`src/design/slfr_pkg.sv`:
```
// ----------------------------------------------------------------------------
// slfr_pkg
// Shared types and constants for the sync/length frame receiver.
// ----------------------------------------------------------------------------
package slfr_pkg;

  // item kind on the input channel
  typedef enum logic {
    CMD_BYTE = 1'b0,
    CMD_TICK = 1'b1
  } cmd_t;

  localparam logic [7:0]  SYNC_BYTE      = 8'hAA;
  localparam int          TOTAL_W        = 17;
  localparam int          POS_W          = 10;
  localparam int          TICK_W         = 32;
  localparam int          FRAME_BASE_LEN = 8;
  localparam int          LEN_LO_POS     = 4;
  localparam int          LEN_HI_POS     = 5;
  localparam logic [TICK_W-1:0] TIMEOUT_RESET = 32'd1000;

  // one result word
  typedef struct packed {
    logic [7:0]       data_byte;
    logic [POS_W-1:0] position;
    logic             frame_end;
    logic             frame_abort;
    logic             timed_out;
  } result_t;

endpackage

```
`src/design/slfr_frame_ctl.sv`:
```
// ----------------------------------------------------------------------------
// slfr_frame_ctl
// Frame state, tick timer and timeout register; works out the result for
// the held word and updates state when the word is retired.
// ----------------------------------------------------------------------------
module slfr_frame_ctl #(
  parameter int MAX_FRAME_BYTES = 1024
) (
  input  logic                             clk,
  input  logic                             rst,
  input  logic                             cfg_write,
  input  logic [slfr_pkg::TICK_W-1:0]      cfg_timeout,
  input  logic                             step,
  input  slfr_pkg::cmd_t                   cmd,
  input  logic [7:0]                       rx_byte,
  output logic                             has_result,
  output slfr_pkg::result_t                result
);

  localparam int CountW = $clog2(MAX_FRAME_BYTES + 1);
  localparam logic [CountW-1:0] MaxCount = CountW'(MAX_FRAME_BYTES);
  localparam logic [slfr_pkg::TOTAL_W-1:0] MaxTotal =
    slfr_pkg::TOTAL_W'(MAX_FRAME_BYTES);
  localparam logic [slfr_pkg::TOTAL_W-1:0] MinTotal =
    slfr_pkg::TOTAL_W'(slfr_pkg::FRAME_BASE_LEN);
  localparam logic [CountW-1:0] LenLoPos = CountW'(slfr_pkg::LEN_LO_POS);
  localparam logic [CountW-1:0] LenHiPos = CountW'(slfr_pkg::LEN_HI_POS);

  logic [CountW-1:0]                byte_count, byte_count_next;
  logic [7:0]                       length_low_byte, length_low_byte_next;
  logic [slfr_pkg::TOTAL_W-1:0]     needed_total, needed_total_next;
  logic [slfr_pkg::TICK_W-1:0]      elapsed_ticks, elapsed_ticks_next;
  logic [slfr_pkg::TICK_W-1:0]      timeout_ticks;

  logic [slfr_pkg::TICK_W-1:0]      tick_sum;
  logic [CountW-1:0]                count_inc;
  logic [slfr_pkg::TOTAL_W-1:0]     total_calc;
  logic [slfr_pkg::TOTAL_W-1:0]     eff_total;

  assign tick_sum   = elapsed_ticks + 1'b1;
  assign count_inc  = byte_count + 1'b1;
  assign total_calc = MinTotal + slfr_pkg::TOTAL_W'({rx_byte, length_low_byte});
  assign eff_total  = (byte_count == LenHiPos) ? total_calc : needed_total;

  // next state and result for the held word
  always_comb begin
    byte_count_next      = byte_count;
    length_low_byte_next = length_low_byte;
    needed_total_next    = needed_total;
    elapsed_ticks_next   = elapsed_ticks;
    has_result           = 1'b0;
    result               = '0;
    case (cmd)
      slfr_pkg::CMD_TICK: begin
        if (tick_sum >= timeout_ticks) begin
          byte_count_next    = '0;
          needed_total_next  = MinTotal;
          elapsed_ticks_next = '0;
          has_result         = 1'b1;
          result.timed_out   = 1'b1;
        end else begin
          elapsed_ticks_next = tick_sum;
        end
      end
      slfr_pkg::CMD_BYTE: begin
        if (byte_count == '0 && rx_byte != slfr_pkg::SYNC_BYTE) begin
          // hunting: drop the byte
          byte_count_next = byte_count;
        end else if (byte_count >= MaxCount) begin
          // buffer-full guard
          byte_count_next = '0;
        end else begin
          byte_count_next  = count_inc;
          has_result       = 1'b1;
          result.data_byte = rx_byte;
          result.position  = slfr_pkg::POS_W'(byte_count);
          if (byte_count == LenLoPos) begin
            length_low_byte_next = rx_byte;
          end
          if (byte_count == LenHiPos) begin
            needed_total_next = total_calc;
          end
          if (byte_count == LenHiPos && total_calc > MaxTotal) begin
            // declared length does not fit the buffer
            byte_count_next    = '0;
            needed_total_next  = MinTotal;
            result.frame_abort = 1'b1;
          end else if (slfr_pkg::TOTAL_W'(count_inc) >= eff_total) begin
            byte_count_next    = '0;
            needed_total_next  = MinTotal;
            elapsed_ticks_next = '0;
            result.frame_end   = 1'b1;
          end
        end
      end
      default: begin
        has_result = 1'b0;
      end
    endcase
  end

  // state registers
  always_ff @(posedge clk) begin
    if (rst) begin
      byte_count      <= '0;
      length_low_byte <= '0;
      needed_total    <= MinTotal;
      elapsed_ticks   <= '0;
    end else if (step) begin
      byte_count      <= byte_count_next;
      length_low_byte <= length_low_byte_next;
      needed_total    <= needed_total_next;
      elapsed_ticks   <= elapsed_ticks_next;
    end
  end

  // timeout register
  always_ff @(posedge clk) begin
    if (rst) begin
      timeout_ticks <= slfr_pkg::TIMEOUT_RESET;
    end else if (cfg_write) begin
      timeout_ticks <= cfg_timeout;
    end
  end

endmodule

```
`src/design/slfr_result_reg.sv`:
```
// ----------------------------------------------------------------------------
// slfr_result_reg
// Output register holding one result word until the sink takes it.
// ----------------------------------------------------------------------------
module slfr_result_reg (
  input  logic              clk,
  input  logic              rst,
  input  logic              load,
  input  slfr_pkg::result_t load_data,
  output logic              free,
  input  logic              out_stall,
  output logic              out_valid,
  output slfr_pkg::result_t out_data
);

  // room for a new word when empty or when the held word leaves now
  assign free = !out_valid || !out_stall;

  // valid flag
  always_ff @(posedge clk) begin
    if (rst) begin
      out_valid <= 1'b0;
    end else if (load) begin
      out_valid <= 1'b1;
    end else if (!out_stall) begin
      out_valid <= 1'b0;
    end
  end

  // payload
  always_ff @(posedge clk) begin
    if (load) begin
      out_data <= load_data;
    end
  end

endmodule

```
`src/design/sync_length_frame_receiver.sv`:
```
// ----------------------------------------------------------------------------
// sync_length_frame_receiver
// Receives bytes and millisecond ticks, finds 0xAA-synced length-prefixed
// frames and reports each stored byte, aborted frames and timeouts.
// ----------------------------------------------------------------------------
// One item (byte or tick) is accepted every clock cycle unless in_stall is set.
// An accepted item lands in an input register; when the held item retires, the
// frame state and tick timer are updated and any result is loaded into the
// output register, which drives the output ports. The input side stalls
// only when the held item has a result and the output register is full and
// stalled. The timeout register is written through the cfg channel, always
// ready.
module sync_length_frame_receiver #(
  parameter int MAX_FRAME_BYTES = 1024
) (
  input  logic                         clk,
  input  logic                         rst,
  // configuration
  input  logic                         cfg_valid,
  output logic                         cfg_ready,
  input  logic [slfr_pkg::TICK_W-1:0]  timeout_ticks,
  // input items
  input  logic                         in_valid,
  output logic                         in_stall,
  input  logic                         cmd,
  input  logic [7:0]                   rx_byte,
  // results
  output logic                         out_valid,
  input  logic                         out_stall,
  output logic [7:0]                   data_byte,
  output logic [slfr_pkg::POS_W-1:0]   position,
  output logic                         frame_end,
  output logic                         frame_abort,
  output logic                         timed_out
);

  logic              s1_valid;
  slfr_pkg::cmd_t    s1_cmd;
  logic [7:0]        s1_byte;
  logic              s1_go;
  logic              has_result;
  logic              res_free;
  slfr_pkg::result_t result;
  slfr_pkg::result_t out_data;

  assign cfg_ready = 1'b1;

  // held item retires when it has no result or the output register has room
  assign s1_go    = s1_valid && (!has_result || res_free);
  assign in_stall = s1_valid && !s1_go;

  // input register
  always_ff @(posedge clk) begin
    if (rst) begin
      s1_valid <= 1'b0;
    end else if (in_valid && !in_stall) begin
      s1_valid <= 1'b1;
    end else if (s1_go) begin
      s1_valid <= 1'b0;
    end
  end

  always_ff @(posedge clk) begin
    if (in_valid && !in_stall) begin
      s1_cmd  <= slfr_pkg::cmd_t'(cmd);
      s1_byte <= rx_byte;
    end
  end

  slfr_frame_ctl #(
    .MAX_FRAME_BYTES(MAX_FRAME_BYTES)
  ) u_ctl (
    .clk        (clk),
    .rst        (rst),
    .cfg_write  (cfg_valid && cfg_ready),
    .cfg_timeout(timeout_ticks),
    .step       (s1_go),
    .cmd        (s1_cmd),
    .rx_byte    (s1_byte),
    .has_result (has_result),
    .result     (result)
  );

  slfr_result_reg u_out (
    .clk       (clk),
    .rst       (rst),
    .load      (s1_go && has_result),
    .load_data (result),
    .free      (res_free),
    .out_stall (out_stall),
    .out_valid (out_valid),
    .out_data  (out_data)
  );

  assign data_byte   = out_data.data_byte;
  assign position    = out_data.position;
  assign frame_end   = out_data.frame_end;
  assign frame_abort = out_data.frame_abort;
  assign timed_out   = out_data.timed_out;

  // at most one kind of flag per result
  a_one_flag: assert property (@(posedge clk) disable iff (rst)
    out_valid |-> $countones({frame_end, frame_abort, timed_out}) <= 1)
    else $error("result carries more than one flag");

  // timeout result carries no byte
  a_timeout_zero: assert property (@(posedge clk) disable iff (rst)
    (out_valid && timed_out) |-> (data_byte == 8'd0 && position == '0))
    else $error("timeout result with nonzero data");

  // abort only on the length high byte
  a_abort_pos: assert property (@(posedge clk) disable iff (rst)
    (out_valid && frame_abort) |-> position == slfr_pkg::POS_W'(slfr_pkg::LEN_HI_POS))
    else $error("frame abort away from length byte");

  // a stalled held item with a result means the output is full
  a_stall_cause: assert property (@(posedge clk) disable iff (rst)
    in_stall |-> (out_valid && out_stall && has_result))
    else $error("input stalled without a full output");

endmodule

```
`config.mk`:
```
export PLATFORM = sky130hd
export DESIGN_NAME = sync_length_frame_receiver
export DESIGN_NICKNAME = d
export VERILOG_FILES = /design/src/design/slfr_pkg.sv /design/src/design/slfr_frame_ctl.sv /design/src/design/slfr_result_reg.sv /design/src/design/sync_length_frame_receiver.sv
export SDC_FILE = /design/constraint.sdc
export NUM_CORES = 1
export LEC_CHECK = 0
export ABC_AREA = 1
export BUFFER_PORTS_ARGS = -buffer_cell sky130_fd_sc_hd__buf_2
export CORE_ASPECT_RATIO = 0.9
export CORE_MARGIN = 4
export CORE_UTILIZATION = 46
export DETAILED_ROUTE_END_ITERATION = 10
export PLACE_DENSITY = 0.67
export SLEW_MARGIN = 20
export SYNTH_ARGS = -nofsm -noshare
export SYNTH_HDL_FRONTEND = slang
export SYNTH_HIERARCHICAL = 1
export SYNTH_SLANG_ARGS = --single-unit
```
`constraint.sdc`:
```
create_clock -name clk -period 3.8 [get_ports clk]
set_input_delay 0.38 -clock clk [delete_from_list [all_inputs] [get_ports clk]]
set_output_delay 0.38 -clock clk [all_outputs]
set_load 0.005 [all_outputs]
```
Word-level counts from Yosys, hierarchy flattened
Index checks and enable logic that the tools add are counted.
W data, S select, Z words.
Operators by class
  add/sub/neg operators: 3
  multiply operators: 0
  div/mod/pow operators: 0
  $lt $le $gt $ge: 4
  eq/ne operators: 9
  shift operators: 0
  muxes and demuxes: 29
  bitwise operators: 3
  reductions and logical operators: 21
Operators with widths (number)
  $mux W32: 5
  $mux W17: 6
  $pmux W32 S2: 1
  $mux W11: 5
  $pmux W17 S2: 1
  $add A32 B1 Y32 const B: 1
  $ge A32 B32 Y1: 1
  $eq A11 B3 Y1 const B: 2
  $pmux W11 S2: 1
  $add A4 B16 Y17 const A: 1
  $ge A11 B17 Y1: 1
  $gt A17 B11 Y1 const B: 1
  $add A11 B1 Y11 const B: 1
  $ge A11 B11 Y1 const B: 1
  $logic_not A11 Y1: 1
  $reduce_and A5 Y1: 2
  $mux W1: 9
  $ne A8 B8 Y1 const B: 1
  $logic_and A1 B1 Y1: 6
  $ne A2 B1 Y1 const B: 3
  $ne A2 B2 Y1 const B: 3
  $logic_not A1 Y1: 5
  $reduce_and A4 Y1: 1
  $reduce_or A4 Y1: 1
  6 further kinds: 9
Word-level totals
  register bits after elaboration: 132
  latch bits: 0
  bits in writable memories: 0
  ROM bits: 0
  bits of input ports: 46
  logic and storage cells: 83
  memories kept: 0

Longest topological paths before layout
Gate-level depths: netlist of run 1.
  depth in word-level cells: 12
  depth in mapped cells: 28
  depth with buffers taken out: 26

By module
Netlist of run 1, hierarchy kept.
Modules (own cells, without submodules)
  slfr_frame_ctl: times used 1, cells each 1026, area an instance 6794.0 um2
  slfr_result_reg: times used 1, cells each 25, area an instance 669.4 um2
  sync_length_frame_receiver: times used 1, cells each 23, area an instance 355.3 um2

Worst setup path after synthesis of run 1
No wires, ideal clock.
  path type: register to register
  start: reg u_ctl/elapsed_ticks[0] in the netlist's numbering
  end: reg u_ctl/needed_total[16] in the netlist's numbering
  library setup time: 0.071 ns
  arrival time: 3.571 ns
  setup slack: 0.157 ns
  cell stages (with the launch flop): 28
  buffers on the path: 2
  period minus slack after synthesis: 3.643 ns
  cell sequence: dfxtp_1 -> ha_1 -> nand3_1 -> nor3_1 -> nand3_1 -> nor3_1 -> xnor2_1 -> inv_1 -> ha_1 -> nand2_1 -> inv_1 -> o21ai_0 -> nand2_1 -> a21oi_1 -> nand2_1 -> nand2_1 -> nand3_1 -> nand2_1 -> nand2_1 -> a21oi_2 -> o21a_1 -> o21a_1 -> buf_4 -> nand2_2 -> inv_2 -> buf_2 -> nand3_1 -> a21oi_1
On the way
  longest elaborated chain between the ends: 8
Ends and longest elaborated chain
  start: declaration: RTL line slfr_frame_ctl.sv:32  | logic [slfr_pkg::TICK_W-1:0] elapsed_ticks, elapsed_ticks_next;
  start signal: assignment: RTL line slfr_frame_ctl.sv:113  | elapsed_ticks <= elapsed_ticks_next;
  $add A32 B1 Y32: RTL line slfr_frame_ctl.sv:40  | assign tick_sum = elapsed_ticks + 1'b1;
  $ge A32 B32 Y1: RTL line slfr_frame_ctl.sv:55  | if (tick_sum >= timeout_ticks) begin
  $mux W1: RTL line slfr_frame_ctl.sv:55
  $pmux W1 S2: RTL line slfr_frame_ctl.sv:53  | case (cmd)
  net has_result: RTL line sync_length_frame_receiver.sv:41  | logic has_result;
  $logic_not A1 Y1: RTL line sync_length_frame_receiver.sv:49  | assign s1_go = s1_valid && (!has_result || res_free);
  $logic_or A1 B1 Y1: RTL line sync_length_frame_receiver.sv:49
  $logic_and A1 B1 Y1: RTL line sync_length_frame_receiver.sv:49
  net s1_go: RTL line sync_length_frame_receiver.sv:40  | logic s1_go;
  $reduce_and A4 Y1 (no source line)
  end signal: assignment: RTL line slfr_frame_ctl.sv:107  | needed_total <= MinTotal;
  end signal: assignment: RTL line slfr_frame_ctl.sv:112  | needed_total <= needed_total_next;
  end: declaration: RTL line slfr_frame_ctl.sv:31  | logic [slfr_pkg::TOTAL_W-1:0] needed_total, needed_total_next;
The timed path passes the listed nets, and every way through them passes these cells.
A chain may end at the register's enable or synchronous reset.

Worst setup path after layout of run 1
  start: reg u_ctl/elapsed_ticks[1] in the netlist's numbering
  end: reg u_ctl/needed_total[11] in the netlist's numbering
Same word-level chain as after synthesis.

==> impl_metrics.toml, run 1 <==
[clock_tree]
clkLatencyLatePin_ns = 0.43
cts_hold_buffers = 0
cts_tree = "done"
htree_levels = 4
clkTransAtPathRegs_ns = 0.07
cts_root_buf = "clkbuf_16"
cts_inserted_buffers = 17
cts.path.max_buffers = 2
clock-sinks = 132

[yosys]
synth_cell_types = 40
avgSynthCellArea_um2 = 7.28
syn_area_um2 = 7820
synth.area.top_cells = "dfxtp_1 26%, edfxtp_1 12%, nand2_1 10%"
syn_inst = 1074
yosys.area.top_type_share_pct = 26.1
ys_seq_area_share_pct = 37.6
yosysTopAreaCell = "dfxtp_1"
synthTopCellsByCount = "208 x nand2_1, 135 x inv_1, 105 x nor2_1, 102 x dfxtp_1, 100 x a21oi_1"
synth_edf_count = 30
synth_most_common_cell = "nand2_1"
syn_nets = 1168
ys_warn_count = 6
synth-seq-cells = 132
synth_ff_type = "dfxtp_1"
async_flop_share_pct = 0

[detailed_routing]
drt-pass1-iter-count = 5
routedWlPerCell_um = 15.8
drtAntennaViolNets = 0
drc = 0
via_count = 7944
drt_iter0_drc = 705
drt_wl_total_um = 23000
via_per_inst = 5.46

[finish]
post-route-util_pct = 64.6
area_delta_synth_final_pct = 35.5
final_area_um2 = 10600
fillers = 1384
diodes = 0
final_layout_size_suffix_gt1_share_pct = 31.1
layoutNonFillerInstCount = 1456
layout.nets = 1330

[outcome]
violations = "setup timing"
status = "complete, but fails checks"

[grt]
grt_pass1_vias = 6857
grt_max_degree = 59
grt_usage_pct = 21.5
grt_pass1_wl_um = 34200
antenna_found_initial = 0
overflow = 0

[power]
vdd_drop_max_uv = 299
swShare_pct = 27.6
cellPowerDensity_nw_per_um2 = 355
p_switching_w = 0.00104
pwr-share-seq_pct = 40.4
p_comb_share_pct = 14.3
p_int_w = 0.00272
clock_power_share_pct = 45.3
power_leakage_nw = 4.78

[sta]
finalClockSkew_ns = 0.0106
slew_violations = 0
finalCritPeriodShare_pct = 106
rsz0062_at_grt = "yes"
tightest_slew_ns = 0.850
fin_hold_ws_ns = 0.126
finalWorstSetupSlack_ns = -0.240
hold_viol_final = 0
max_freq_mhz = 248
fin_crit_ns = 4.04
maxSlewHeadroom_pct = 43.1
setup_viol = 91

[floorplan]
initial_core_util_pct = 47.7
die_w_um = 145
die_h_um = 132
coreArea_um2 = 16400
pin_count = 70
num_rows = 44
dieArea_um2 = 19200

[placed_design]
portBuffers = 68
placed_cells = 1383
pre_cts_slack_ns = -0.260
place_area_um2 = 8770
place_congestion = 0.941
hpwl_um = 14000

[critical_path]
critPathMaxFanout = 6
critPathMaxStageDelay_ns = 0.39
cp.required_ns = 4.09
end_kind = "flip-flop"
path_cells = "nand3_4 -> nor3_4 -> nand3_2 -> nor2_4 -> nand2_1 -> buf_4 -> xor2_1 -> ha_1 -> a21oi_1 -> o21ai_1 -> nand2_1 -> a21oi_1 -> nor2_2 -> nand3_2 -> nand2_4 -> nand2_4 -> a21oi_4 -> o21a_1 -> o21a_4 -> nand2_8 -> buf_8 -> nand2_2 -> o21a_1 -> nor2_1"
crit_path_top_delay_cell = "dfxtp_2"
worstSetupPathType = "flip-flop to flip-flop"
startpoint_type = "flip-flop"
critical_path_arrival_ns = 4.33

[run]
cap_violations = 0

[worst_hold_path]
hold_class = "input port to flip-flop"
-- cell type report --
cell class,count,area (um2),area share [%]
timing repair buffer,184,1430,13.4
tap,207,259,2.44
clock inverter,15,180,1.70
multi-input combinational,759,4780,45.1
inverter,140,542,5.11
timing repair inverter,2,27.5,0.260
clock buffer,17,425,4.01
sequential,132,2960,28.0
-- worst paths after layout --
kind                             end  cells after the start                    start  slack [ns]
max           u_ctl/needed_total[11]                     24   u_ctl/elapsed_ticks[1]       -0.24
min                       s1_byte[0]                      1               rx_byte[0]        0.13
max reg2reg   u_ctl/needed_total[11]                     24   u_ctl/elapsed_ticks[1]       -0.24
min reg2reg  u_ctl/timeout_ticks[19]                      2  u_ctl/timeout_ticks[19]        0.46
-- metrics by stage --
stage,power (W),setup TNS [ns]
floorplan,0.00184,0
global placement,0.00197,-0.517
detailed placement,0.00197,-7.08
CTS,0.00368,0
global route,0.00391,-28.49
finish,0.00376,-12.91
-- logic make-up (layout without fill, tap and decap cells) --
logic type,count (synthesis),after routing,share of synthesized area [%]
buffers and inverters,184,358,9.99
adder cells (fa/ha/maj),48,48,7.68
AO/OA/AOI/OAI,182,182,12.2
XOR/XNOR,42,42,4.70
multiplexers,3,3,0.384
AND/OR/NAND/NOR,482,483,27.3
flip-flops,132,132,37.6
other,1,1,0.0480
-- worst max-delay path, delay by kind of cell (launching register included) --
| kind | cells | cell delay (ns) |
|---|---|---|
| AOI/OAI and AO/OA | 7 | 1.07 |
| xor gates and xnor gates | 1 | 0.19 |
| adders and majority gates | 1 | 0.31 |
| buffers and inverters | 2 | 0.32 |
| DFF | 1 | 0.39 |
| and+or+nand+nor | 13 | 1.59 |
-- cells in the final DEF, fill, tap and decap left out, drive strengths merged, types with 2 or more instances in the layout --
master,synthesis,routed
mux2i,3,3
nand3,92,92
xnor2,6,6
clkinv,1,8
dfxtp,102,102
buf,24,180
clkinvlp,0,4
nor4,10,10
nor3,26,26
o21a,4,4
a21oi,105,105
o21bai,2,2
clkbuf,20,21
nand4,26,26
nand2,215,215
bufinv,0,3
ha,48,48
o21ai,69,69
nor2,109,110
xor2,36,36
edfxtp,30,30
inv,139,142
-- routing by layer --
metal  share of wire, %  track usage [%]  vias up
li1                   -                -     3871
met1                 46             31.9     3693
met2                 45             32.0      334
met3                6.5             4.86       46
met4                2.2             4.43        0
met5                  0                0        -
-- repair_timing --
item,4_1_cts,5_1_grt
resized for setup,57,174
pin swaps,29,46
setup buffers,20,20
gates cloned,0,10
setup endpoints to repair,69,101
-- flip-flops by register name (all words and copies together) (netlist names), 8 cells and up --
| register | flops |
|---|---|
| u_ctl/timeout_ticks | 32 |
| u_ctl/byte_count | 11 |
| u_out/out_data | 21 |
| u_ctl/length_low_byte | 8 |
| s1_byte | 8 |
| u_ctl/needed_total | 17 |
| u_ctl/elapsed_ticks | 32 |
-- power by group through the flow --
stage                     Combinational [W]  Clock, W  Sequential [W]
after floorplan                    0.000292         0         0.00154
after global placement             0.000418         0         0.00155
after detailed placement           0.000424         0         0.00155
after CTS                          0.000445   0.00172         0.00152
after global routing               0.000590   0.00179         0.00153
final                              0.000538   0.00170         0.00152
Power figures use the tool's default switching activity.
==> run 2, diff against run 1 <==
Settings changed: ABC_AREA 1 to unset.
==> impl_metrics.toml, run 2 <==
[outcome]
status = "complete, but fails checks"
violations = "setup timing"

[grt]
grt_pass1_wl_um = 28800
grt_pass1_vias = 5666
grt_max_degree = 46
overflow = 0
grt_usage_pct = 20.0
antenna_found_initial = 0

[floorplan]
die_w_um = 139
coreArea_um2 = 15000
num_rows = 42
pin_count = 70
die_h_um = 126
dieArea_um2 = 17600
initial_core_util_pct = 47.7

[clock_tree]
clock-sinks = 132
clkLatencyLatePin_ns = 0.42
cts_tree = "done"
cts_hold_buffers = 0
clkTransAtPathRegs_ns = 0.06
cts_root_buf = "clkbuf_16"
cts_inserted_buffers = 17
htree_levels = 4
cts.path.max_buffers = 2

[critical_path]
critPathMaxFanout = 8
regToRegStartpoint = "u_ctl/elapsed_ticks[13]"
startpoint_type = "flip-flop"
cp.required_ns = 4.15
end_kind = "flip-flop"
critical_path_arrival_ns = 4.74
startpoint = "u_ctl/elapsed_ticks[13]"
worstSetupPathType = "flip-flop to flip-flop"
cp-endpoint = "u_ctl/elapsed_ticks[30]"
r2r_setup_slack_ns = -0.59
r2r_end = "u_ctl/elapsed_ticks[30]"
reg2reg_depth = 22

[sta]
slew_violations = 0
maxSlewHeadroom_pct = 30.7
fin_crit_ns = 4.39
finalSetupTns_ns = -44.21
max_freq_mhz = 228
rsz0062_at_grt = "yes"
finalClockSkew_ns = 0.00896
finalWorstSetupSlack_ns = -0.592
setup_viol = 102
hold_viol_final = 0
tightest_slew_ns = 1.04
finalCritPeriodShare_pct = 116

[finish]
post-route-util_pct = 64.1
final_cell_mix = "98 x dfxtp_1, 87 x buf_4, 72 x nand2_1"
final_layout_size_suffix_gt1_share_pct = 31.1
diodes = 0
fillers = 1175
final_area_um2 = 9600
layout_commonest_cell = "dfxtp_1"
top_regs = "u_ctl/elapsed_ticks (32), u_ctl/timeout_ticks (32), u_out/out_data (21)"
layout.nets = 1054
area_delta_synth_final_pct = 34.3

[yosys]
avgSynthCellArea_um2 = 9.00
syn_area_um2 = 7140
synth_most_common_cell = "dfxtp_1"
synth_ff_type = "dfxtp_1"
synth.area.top_cells = "dfxtp_1 29%, edfxtp_1 13%, ha_1 8.4%"
yosysTopAreaCell = "dfxtp_1"
synthTopCellsByCount = "102 x dfxtp_1, 76 x nor2_1, 74 x nand2_1, 59 x inv_1, 48 x ha_1"
synth-seq-cells = 132
ys_warn_count = 6
syn_nets = 888
yosys.area.top_type_share_pct = 28.6
synth_cell_types = 62
async_flop_share_pct = 0
syn_inst = 794
ys_seq_area_share_pct = 41.2
synth_edf_count = 30

[placed_design]
place_congestion = 0.809
place_area_um2 = 8380
hpwl_um = 12400
portBuffers = 68

[detailed_routing]
drc = 0
drt-pass1-iter-count = 5
drtAntennaViolNets = 0
drt_wl_total_um = 18900
drt_iter0_drc = 425
via_count = 6293
routedWlPerCell_um = 16.1
via_per_inst = 5.37

[power]
p_int_w = 0.00259
power_leakage_nw = 4.05
swShare_pct = 22.8
p_total_w = 0.00335
clock_power_share_pct = 49.3
p_comb_share_pct = 6.5
p_switching_w = 0.000762
pwr-share-seq_pct = 44.1
vdd_drop_max_uv = 295
cellPowerDensity_nw_per_um2 = 349

[worst_hold_path]
hold_class = "input port to flip-flop"
min_from = "rx_byte[5]"

[run]
cap_violations = 0
==> run 2: worst min path at each step <==
| stage | end | slack [ns] | depth (start not counted) |
|---|---|---|---|
| 3_5_place_dp | u_ctl/needed_total[15] | 0.44 | 2 |
| 6_report | s1_byte[5] | 0.13 | 1 |
| 4_1_cts | s1_byte[5] | 0.12 | 1 |
| 2_1_floorplan | u_ctl/needed_total[15] | 0.43 | 2 |
| 5_1_grt | s1_byte[2] | 0.12 | 1 |
| 3_3_place_gp | u_ctl/needed_total[16] | 0.43 | 2 |
==> run 2: power by group through the flow <==
stage | clock, W | sequential [W] | combinational, W
after floorplan | 0 | 0.00150 | 0.000112
after global placement | 0 | 0.00151 | 0.000177
after detailed placement | 0 | 0.00151 | 0.000179
after CTS | 0.00167 | 0.00148 | 0.000193
after global routing | 0.00174 | 0.00148 | 0.000241
final | 0.00165 | 0.00148 | 0.000219
==> run 2: area by class of cell <==
cell class | count | area, um2 | area share [%]
Tap cell | 198 | 248 | 2.58
Multi-Input combinational cell | 574 | 4240 | 44.1
Clock buffer | 18 | 429 | 4.47
Sequential cell | 132 | 2950 | 30.7
Timing Repair Buffer | 176 | 1350 | 14.1
Inverter | 59 | 221 | 2.31
Clock inverter | 14 | 161 | 1.68
==> run 2: repair_timing <==
action	4_1_cts	5_1_grt
pin swaps	14	3
gates cloned	2	7
buffers inserted	15	4
gates resized for setup	30	50
endpoints found under the setup margin	100	103
==> run 2: logic make-up (layout without fill, tap and decap cells) <==
group,count (synthesis),after routing,share of synthesized area [%]
AOI/OAI and AO/OA,149,150,14.5
xor gates and xnor gates,30,30,3.68
adders and majority gates,48,48,8.41
buffers and inverters,89,267,4.92
DFF,132,132,41.2
muxes,41,41,5.76
other,1,1,0.0525
and+or+nand+nor,304,304,21.5
==> run 2: critical path, cell delays in order, from the launching register on <==
cell,delay (ns)
dfxtp_2,0.32
nand4_1,0.14
or4_4,0.53
nor4_4,0.26
nand4_1,0.22
nor2_2,0.23
xor2_2,0.19
ha_1,0.27
and4_4,0.19
and4_4,0.17
a22oi_2,0.14
o211ai_1,0.17
nor2_2,0.15
o22ai_2,0.09
a21boi_2,0.18
buf_4,0.15
and3_4,0.19
o2111ai_4,0.13
nor2_4,0.14
buf_6,0.13
clkbuf_16,0.15
nand3b_1,0.08
o211ai_1,0.09
==> run 2: through the flow <==
stage,hold slack (ns),instances,setup slack [ns]
2_1_floorplan,0.425,794,-0.622
3_3_place_gp,0.432,1111,-0.615
3_5_place_dp,0.436,1111,-0.771
4_1_cts,0.118,1160,-0.492
5_1_grt,0.117,1171,-0.815
6_report,0.131,1171,-0.592
==> run 2: layer usage <==
layer / share of wire (%) / track usage, %
met2: 43 / 28.7
met3: 6.2 / 4.59
met5: 0 / 0
met4: 1.2 / 5.64
met1: 49 / 30.0
==> run 3, diff against run 2 <==
Settings changed: GPL_TIMING_DRIVEN set to 0.
==> impl_metrics.toml, run 3 (synthesis results as in run 2) <==
[critical_path]
critPathBufInv = 13
crit_path_top_delay_cell = "or4_4"
end_kind = "flip-flop"
critPathMaxFanout = 10
critPathMaxStageDelay_ns = 0.55
startpoint_type = "flip-flop"
critPathTopFamily = "simple AND/OR/NAND/NOR gates"
worstSetupPathType = "flip-flop to flip-flop"
critical_path_arrival_ns = 5.03
critPathMostFrequentCell = "buf_4"
cp.required_ns = 4.15

[sta]
slew_violations = 0
finalCritPeriodShare_pct = 123
finalSetupTns_ns = -67.68
tightest_slew_ns = 0.981
hold_viol_final = 0
fin_crit_ns = 4.69
finalWorstSetupSlack_ns = -0.886
fin_hold_ws_ns = 0.133
maxSlewHeadroom_pct = 34.3
rsz0062_at_grt = "yes"
finalClockSkew_ns = 0.00693
setup_viol = 101
max_freq_mhz = 213

[detailed_routing]
drt-pass1-iter-count = 5
drc = 0
drt_wl_total_um = 19500
via_per_inst = 5.51
via_count = 6370
drtAntennaViolNets = 0
drt_iter0_drc = 491
routedWlPerCell_um = 16.9

[clock_tree]
cts_root_buf = "clkbuf_16"
clock-sinks = 132
htree_levels = 4
cts_inserted_buffers = 17
clkTransAtPathRegs_ns = 0.06
clkLatencyLatePin_ns = 0.42
cts.path.max_buffers = 2
cts_tree = "done"

[power]
cellPowerDensity_nw_per_um2 = 348
vdd_drop_max_uv = 316
power_leakage_nw = 3.90

[finish]
multi_input_area_um2 = 4340
fillers = 1221
final_cell_mix = "95 x dfxtp_1, 73 x nand2_1, 71 x nor2_1"
area_delta_synth_final_pct = 32.1
layout_commonest_cell = "dfxtp_1"
post-route-util_pct = 63.0
layoutNonFillerInstCount = 1156
top_regs = "u_ctl/elapsed_ticks (32), u_ctl/timeout_ticks (32), u_out/out_data (21)"
seqCellArea_um2 = 2960
layout.nets = 1039
diodes = 0
final_layout_size_suffix_gt1_share_pct = 30.1

[grt]
grt_max_degree = 17
antenna_found_initial = 0
overflow = 0
grt_pass1_wl_um = 30500
grt_pass1_vias = 5972
grt_usage_pct = 21.3

[floorplan]
initial_core_util_pct = 47.7
die_w_um = 139
coreArea_um2 = 15000
die_h_um = 126
dieArea_um2 = 17600
pin_count = 70
num_rows = 42

[placed_design]
place_congestion = 0.832
placed_cells = 1060
portBuffers = 67
hpwl_um = 12400

[outcome]
violations = "setup timing"
status = "complete, but fails checks"

[worst_hold_path]
hold_class = "input port to flip-flop"

[run]
cap_violations = 0
==> run 3: cell count changes in the layout (fill, tap and decap cells not counted), moves of 5 or more <==
cell / change
buf_4: -37
o21ai_1: -12
clkbuf_1: +11
buf_6: +8
o21ai_2: +8
clkbuf_16: -5
==> run 3: routing by layer <==
metal / vias up / track usage, % / routed length [um]
met5: - / 0 / 0
met2: 190 / 32.3 / 8720
met4: 0 / 5.87 / 279
met1: 3019 / 30.8 / 9480
li1: 3132 / - / -
met3: 29 / 4.70 / 1050
==> run 3: final timing paths <==
| path | start | end | slack (ns) | cells after the start |
|---|---|---|---|---|
| worst max register to register | u_ctl/elapsed_ticks[13] | u_ctl/elapsed_ticks[11] | -0.89 | 27 |
| worst max-delay path | u_ctl/elapsed_ticks[13] | u_ctl/elapsed_ticks[11] | -0.89 | 27 |
| worst min-delay path | rx_byte[2] | s1_byte[2] | 0.13 | 1 |
| worst min register to register | u_ctl/needed_total[16] | u_ctl/needed_total[16] | 0.44 | 2 |
==> run 3: final cells by class <==
cell class,count,share of cell area (%)
multi-input combinational,575,46.0
buffer,27,1.95
tap,198,2.62
sequential,132,31.3
clock buffer,18,4.65
timing repair buffer,133,9.65
clock inverter,14,1.43
inverter,59,2.35
==> run 3: per-stage QoR <==
stage / worst slack [ns] / cell area (um2) / total power [W]
finish: -0.886 / 9440 / 0.00329
floorplan: -0.622 / 7290 / 0.00161
global route: -1.10 / 9440 / 0.00340
global placement: -1.51 / 7870 / 0.00168
detailed placement: -1.57 / 7890 / 0.00168
CTS: -0.649 / 9220 / 0.00329
==> run 3: power breakdown <==
part	switching, W	internal (W)
Clock	0.000623	0.000975
Sequential	0.0000198	0.00146
Combinational	0.000117	0.0000937
==> run 3: what timing repair did <==
action,in CTS,in global routing
pin swaps,38,26
gates resized for setup,83,49
hold buffers,0,0
buffers inserted,51,11
gates cloned,5,0
endpoints found under the setup margin,103,102
